<file path="config.mk">
export PLATFORM = sky130hd
export DESIGN_NAME = lis_length_patience_sort_core
export DESIGN_NICKNAME = d
export VERILOG_FILES = /design/src/hdl/lisps_pkg.sv /design/src/hdl/lisps_cell.sv /design/src/hdl/lis_length_patience_sort_core.sv
export SDC_FILE = /design/constraint.sdc
export NUM_CORES = 2
export LEC_CHECK = 0
export BUFFER_PORTS_ARGS = -buffer_cell sky130_fd_sc_hd__clkbuf_2
export CORE_MARGIN = 3
export CORE_UTILIZATION = 45
export CTS_CLUSTER_SIZE = 40
export DETAILED_ROUTE_END_ITERATION = 10
export HOLD_SLACK_MARGIN = 0.1
export PLACE_DENSITY = 0.6
export SLEW_MARGIN = 20
export SYNTH_ARGS = -nofsm -noshare
export SYNTH_HDL_FRONTEND = slang
export SYNTH_SLANG_ARGS = --single-unit
</file>
<file path="constraint.sdc">
create_clock -name clk -period 6.3 [get_ports clk]
set_input_delay 1.26 -clock clk [delete_from_list [all_inputs] [get_ports clk]]
set_output_delay 1.26 -clock clk [all_outputs]
set_load 0.05 [all_outputs]
</file>
<file path="src/hdl/lisps_pkg.sv">
// shared types and constants for the patience-sort lis length core
// no dependencies
package lisps_pkg;

    // width of the value field on the item port
    localparam int unsigned PORT_VALUE_BITS = 32;

    // link handed from one tail cell to the next
    typedef struct packed {
        logic below;   // this cell holds a tail and that tail is below the key
    } lisps_link_t;

endpackage

</file>
<file path="src/hdl/lisps_cell.sv">
// one tail cell of the sorted tail chain
// depends on lisps_pkg
module lisps_cell #(
    parameter int unsigned VALUE_BITS = 32,
    parameter int unsigned CNT_BITS   = 7,
    parameter int unsigned INDEX      = 0
) (
    input  logic                       clk,
    input  logic                       load,
    input  logic [VALUE_BITS-1:0]      key,
    input  logic [CNT_BITS-1:0]        count_eff,
    input  lisps_pkg::lisps_link_t     link_prev,
    output lisps_pkg::lisps_link_t     link_next,
    output logic                       append
);
    import lisps_pkg::*;

    localparam logic [CNT_BITS-1:0] IDX = CNT_BITS'(INDEX);

    logic [VALUE_BITS-1:0] tail_reg;
    logic                  in_use;
    logic                  below;
    logic                  take;

    assign in_use          = IDX < count_eff;
    assign below           = in_use && (tail_reg < key);
    assign link_next.below = below;

    // first cell at or above the key, or the first free cell after all smaller tails
    assign take   = link_prev.below && !below;
    assign append = take && !in_use;

    always_ff @(posedge clk)
    begin
        if (load && take)
        begin
            tail_reg <= key;
        end
    end

endmodule

</file>
<file path="src/hdl/lis_length_patience_sort_core.sv">
// the result is registered and valid in the cycle after the item transfer; throughput: one item per cycle
// whenever the result register is free or drained in the same cycle
// the position search is a chain of DEPTH tail cells, each comparing its own tail
// with the broadcast key and passing a below flag to its right neighbor
// reset (rst_n low, asynchronous) empties the tail store and the result register
module lis_length_patience_sort_core #(
    parameter int unsigned DEPTH      = 64,
    parameter int unsigned VALUE_BITS = 32
) (
    input  logic                                  clk,
    input  logic                                  rst_n,
    // item channel
    input  logic                                  item_valid,
    output logic                                  item_stall,
    input  logic [lisps_pkg::PORT_VALUE_BITS-1:0] value,
    input  logic                                  start_req,
    // result channel
    output logic                                  result_valid,
    input  logic                                  result_stall,
    output logic [$clog2(DEPTH + 1)-1:0]          length,
    output logic                                  dropped
);
    import lisps_pkg::*;

    localparam int unsigned         LEN_BITS = $clog2(DEPTH + 1);
    localparam logic [LEN_BITS-1:0] FULL     = LEN_BITS'(DEPTH);

    // tail count and result register
    logic [LEN_BITS-1:0] count_reg;
    logic [LEN_BITS-1:0] count_next;
    logic                valid_reg;
    logic [LEN_BITS-1:0] length_reg;
    logic                dropped_reg;

    logic                accept;
    logic [LEN_BITS-1:0] count_eff;
    logic [VALUE_BITS-1:0] ext;
    logic [VALUE_BITS-1:0] key;
    logic                grow;
    logic                drop;

    lisps_link_t         links [DEPTH+1];
    logic [DEPTH-1:0]    appends;

    // result register frees when drained, so a new item may enter in the same cycle
    assign item_stall = valid_reg && result_stall;
    assign accept     = item_valid && !item_stall;

    // a start request empties the store before the value is placed
    assign count_eff = start_req ? '0 : count_reg;

    // take the low VALUE_BITS bits, or sign-extend when wider than the port
    generate
        if (VALUE_BITS <= PORT_VALUE_BITS)
        begin : g_narrow
            assign ext = value[VALUE_BITS-1:0];
        end
        else
        begin : g_wide
            assign ext = {{(VALUE_BITS - PORT_VALUE_BITS){value[PORT_VALUE_BITS-1]}}, value};
        end
    endgenerate

    // flipping the sign bit turns signed order into unsigned order
    assign key = ext ^ {1'b1, {(VALUE_BITS-1){1'b0}}};

    // head of the chain: everything to the left counts as below the key
    assign links[0].below = 1'b1;

    generate
        for (genvar i = 0; i < DEPTH; i++)
        begin : g_cell
            lisps_cell #(
                .VALUE_BITS (VALUE_BITS),
                .CNT_BITS   (LEN_BITS),
                .INDEX      (i)
            ) u_cell (
                .clk       (clk),
                .load      (accept),
                .key       (key),
                .count_eff (count_eff),
                .link_prev (links[i]),
                .link_next (links[i+1]),
                .append    (appends[i])
            );
        end
    endgenerate

    // last cell full and below the key: every tail is smaller, no room to append
    assign drop       = links[DEPTH].below;
    assign grow       = |appends;
    assign count_next = grow ? count_eff + LEN_BITS'(1) : count_eff;

    always_ff @(posedge clk or negedge rst_n)
    begin
        if (!rst_n)
        begin
            count_reg <= '0;
            valid_reg <= 1'b0;
        end
        else
        begin
            if (accept)
            begin
                count_reg <= count_next;
                valid_reg <= 1'b1;
            end
            else if (!result_stall)
            begin
                valid_reg <= 1'b0;
            end
        end
    end

    // result payload, loaded on every item transfer
    always_ff @(posedge clk)
    begin
        if (accept)
        begin
            length_reg  <= count_next;
            dropped_reg <= drop;
        end
    end

    assign result_valid = valid_reg;
    assign length       = length_reg;
    assign dropped      = dropped_reg;

    // store never holds more than DEPTH tails
    a_count_bound: assert property (@(posedge clk) disable iff (!rst_n)
        count_reg <= FULL)
        else $error("tail count above depth");

    // a refused append only happens on a full store
    a_drop_full: assert property (@(posedge clk) disable iff (!rst_n)
        (valid_reg && dropped_reg) |-> (length_reg == FULL))
        else $error("drop reported with store not full");

    // every item transfer yields a result in the next cycle
    a_result_follows: assert property (@(posedge clk) disable iff (!rst_n)
        accept |=> valid_reg)
        else $error("missing result after item transfer");

    // a new sequence holds exactly one tail after its first item
    a_start_one: assert property (@(posedge clk) disable iff (!rst_n)
        (accept && start_req) |=> (count_reg == LEN_BITS'(1)))
        else $error("start did not restart the tail store");

endmodule
</file>
==> flow_summary_export.csv <==
group,metric,value,unit
finish,nFillCells,19440,
synthesis,synth_flop_cell,"edfxtp_1",
route,wl,344.7,mm
sta,finalClockSkew,0.05162,ns
finish,multi_input_area,0.04413,mm2
floorplan,dieArea,0.2416,mm2
route,dr.pass1.iters,6,
sta,finalSetupViolCount,0,
synthesis,synth-seq-cells,2064,
clock_network,ctsHoldBuffers,0,
clock_network,cts_max_level,4,
synthesis,synth_edf_count,2056,
run_status,outcome,"complete, no violations",
global_route,grt_max_degree,58,
finish,drive_above_1_share,0.1076,
worst_setup_path,cp-start-kind,"primary input",
route,routed_wire_length_per_instance,30.30,um
global_route,grt_pass1_wl,493.0,mm
clock_network,cts_buffer_depth,3,
placed_design,dp_hpwl,230.6,mm
placed_design,dp.cells,10950,
global_route,antenna_found_initial,34,
worst_setup_path,crit_family,"simple AND/OR/NAND/NOR gates",
route,drt_iter0_drc,7306,
clock_network,cts_tree,"done",
worst_setup_path,path_buf_inv,5,
power_and_ir_drop,power.density_cell_area,282.7,mW/mm2
floorplan,die-width,491.5,um
worst_setup_path,crit_path_frequent_cell,"buf_4",
route,via_count,70590,
synthesis,async_reset_ff_frac,0.003876,
clock_network,clk_pin_slew,0.06,ns
worst_setup_path,cpMaxStageDelayCell,"or3b_2",
sta,fin_tns_setup,0,ns
clock_network,cts-resized-gates,0,
clock_network,cts-root-buf,"clkbuf_16",
sta,slew_viol_final,0,
global_route,overflow,0,
worst_setup_path,critPathKind,"in -> reg",
floorplan,ioPinCount,47,
finish,seq_area,0.06194,mm2
synthesis,synthesis.nets,9422,
sta,layout_min_cycle_time,5.109,ns
worst_setup_path,crit_required,7.06,ns
route,wl_met1,143.0,mm
worst_setup_path,cp_data_arrival_time,5.87,ns
synthesis,syn_avg_cell_area,14.34,um2
sta,post-route-period-util,0.8110,
synthesis,synth_cell_types,92,
floorplan,coreArea,0.2336,mm2
finish,largest_register_ffs,2048,
finish,final_nets,10060,
synthesis,synth_area,0.1061,mm2
placed_design,io_buffers,46,
sta,rsz0062_at_grt,"no",
floorplan,rows,177,
floorplan,die_h,491.5,um
route,drc,0,
synthesis,netlist_instances,7400,
placed_design,place.gp.congestion,0.9582,
worst_setup_path,worstPathMaxFanout,16,
sta,slew_headroom,0.2392,
sta,tightest_slew,1.136,ns
global_route,globalRouteTotalUtil,0.2812,
sta,clock.fmax,0.1957,GHz
route,top_layer_used,"met5",
power_and_ir_drop,leakagePower,47.38,nW
finish,instances_no_fill,11370,
hold_path,hp-class,"in -> async",
job,maxCapViolations,0,
floorplan,initial_core_util,0.4540,
worst_setup_path,end_kind,"flop",
finish,area_delta_synth_final,14.25,%
worst_setup_path,cpPeakStageDelay,0.45,ns
power_and_ir_drop,ir_drop,0.2458,mV
global_route,grt_pass1_vias,70220,
worst_setup_path,cp_cell_sequence,"buf_4 -> inv_4 -> buf_4 -> ha_1 -> and4_1 -> or3b_2 -> a21oi_1 -> o21ai_0 -> a32oi_1 -> nand4_1 -> nor4_1 -> buf_4 -> nand2_1 -> nor4b_2 -> buf_4 -> nand2b_1 -> mux2_1",
sta,hold_viol,0,
route,wl_met3,27.11,mm
clock_network,clkLatencyLatePin,0.90,ns
clock_network,cts.sinks,2064,
clock_network,numCtsBuffers,219,
clock_network,postCtsSetupBuffers,0,
route,ant_nets,0,
synthesis,ys.warnings.count,0,
route,dr_wl_met2,161.0,mm
synthesis,seq_area_frac_synth,0.5839,
route,viasPerCell,6.206,
==> path summary, 6_finish.rpt <==
check / start / to / slack, ns / depth (start not counted)
max: value[9] / count_reg[1] / 1.19 / 17
min: rst_n / result_valid / 0.29 / 1
max reg2reg: count_reg[2] / count_reg[1] / 1.28 / 15
min reg2reg: result_valid / result_valid / 0.59 / 2
max in group asynchronous: rst_n / count_reg[1] / 5.66 / 1
min in group clk: result_valid / result_valid / 0.59 / 2
==> per-stage QoR <==
stage,util,total power [mW],hold slack (ns),worst slack [ns],instance area (um2)
finish,0.5187,34.26,0.2919,1.191,121200
global route,0.5186,35.44,0.2588,1.000,121200
CTS,0.5186,34.37,0.2477,1.153,121200
detailed placement,0.4887,21.73,0.5914,0.2234,114200
global placement,0.4887,21.60,0.5526,0.1498,114200
floorplan,-,19.02,0.5851,0.06560,106200
==> cells in the mapped netlist, types with 14 or more instances <==
| cell type | number | area share |
|---|---|---|
| nand4_1 | 315 | 0.019 |
| nor3_1 | 103 | 0.0049 |
| a211oi_1 | 107 | 0.0076 |
| a21o_1 | 326 | 0.023 |
| a221oi_1 | 27 | 0.0022 |
| o21ai_0 | 335 | 0.016 |
| nor2_1 | 258 | 0.0091 |
| inv_1 | 64 | 0.0023 |
| and3_1 | 29 | 0.0017 |
| a2111oi_0 | 44 | 0.0036 |
| clkbuf_1 | 26 | 0.00092 |
| nand2_1 | 383 | 0.014 |
| a31oi_1 | 30 | 0.0018 |
| ha_1 | 1985 | 0.23 |
| a21oi_1 | 635 | 0.030 |
| nor2b_1 | 63 | 0.0037 |
| nor4_1 | 42 | 0.0025 |
| and4_1 | 37 | 0.0031 |
| a211o_1 | 21 | 0.0017 |
| o2111ai_1 | 20 | 0.0017 |
| nand2b_1 | 65 | 0.0038 |
| o211ai_1 | 43 | 0.0030 |
| edfxtp_1 | 2056 | 0.58 |
| nand3_1 | 72 | 0.0034 |
| o31ai_1 | 14 | 0.00099 |
| or2_2 | 15 | 0.00088 |
| o21a_1 | 39 | 0.0028 |
==> worst register-to-register path: stages, from the launching register on <==
cell	delay, ns
dfrtp_1	0.81
nor2b_1	0.49
nand2_1	0.34
a21oi_1	0.23
buf_4	0.22
or3_1	0.28
o221ai_1	0.28
a2111oi_4	0.30
nand4_1	0.33
nor4_1	0.44
buf_4	0.19
nand2_1	0.06
nor4b_2	0.23
buf_4	0.22
nand2b_1	0.15
mux2_1	0.33
==> placed cells by master (no fill, tap or decap), types with 37 or more instances in the layout <==
cell type	count
nand4_1	315
o211ai_1	43
a21o_1	326
clkinv_2	52
nor3_1	83
o21a_1	39
nand3_1	72
a21oi_1	635
ha_1	1985
a2111oi_0	43
nand2_1	382
nor2_1	248
edfxtp_1	2056
clkinv_1	59
nor2b_1	63
a211oi_1	106
buf_4	407
nor4_1	38
buf_12	37
clkbuf_1	48
nand2b_1	65
o21ai_0	335
clkbuf_16	221
and4_1	37
==> where the power goes <==
part / total (mW) / internal, mW / switching (mW)
logic: 5.38 / 1.67 / 3.72
clock network: 12.7 / 7.07 / 5.66
registers: 16.1 / 15.9 / 0.243
==> cell families (layout without fill, tap and decap cells) <==
group,after synthesis,after routing,share of synthesized area
adder cells (fa/ha/maj),1985,1985,0.2341
AO/OA/AOI/OAI,1773,1773,0.1055
AND/OR/NAND/NOR,1466,1466,0.07149
flip-flops,2064,2064,0.5839
multiplexers,5,5,0.0004954
buffers and inverters,104,937,0.004211
XOR/XNOR,3,3,0.0002477
other,0,9,0
==> cell type report <==
| cell class | count | share of cell area |
|---|---|---|
| clock buffer | 270 | 0.04723 |
| multi-input combinational | 5232 | 0.3641 |
| sequential | 2064 | 0.5111 |
| clock inverter | 142 | 0.01030 |
| timing repair buffer | 459 | 0.03199 |
| tap | 3132 | 0.03233 |
| antenna | 9 | 0.0001858 |
| inverter | 66 | 0.002756 |
==> per-layer routing <==
metal  up-vias  GRT usage
met3       607    0.04825
met2      2811     0.4588
met4         4     0.1034
met5         -          0
met1     35830     0.3772
li1      31340          -
Power figures use the tool's default switching activity.
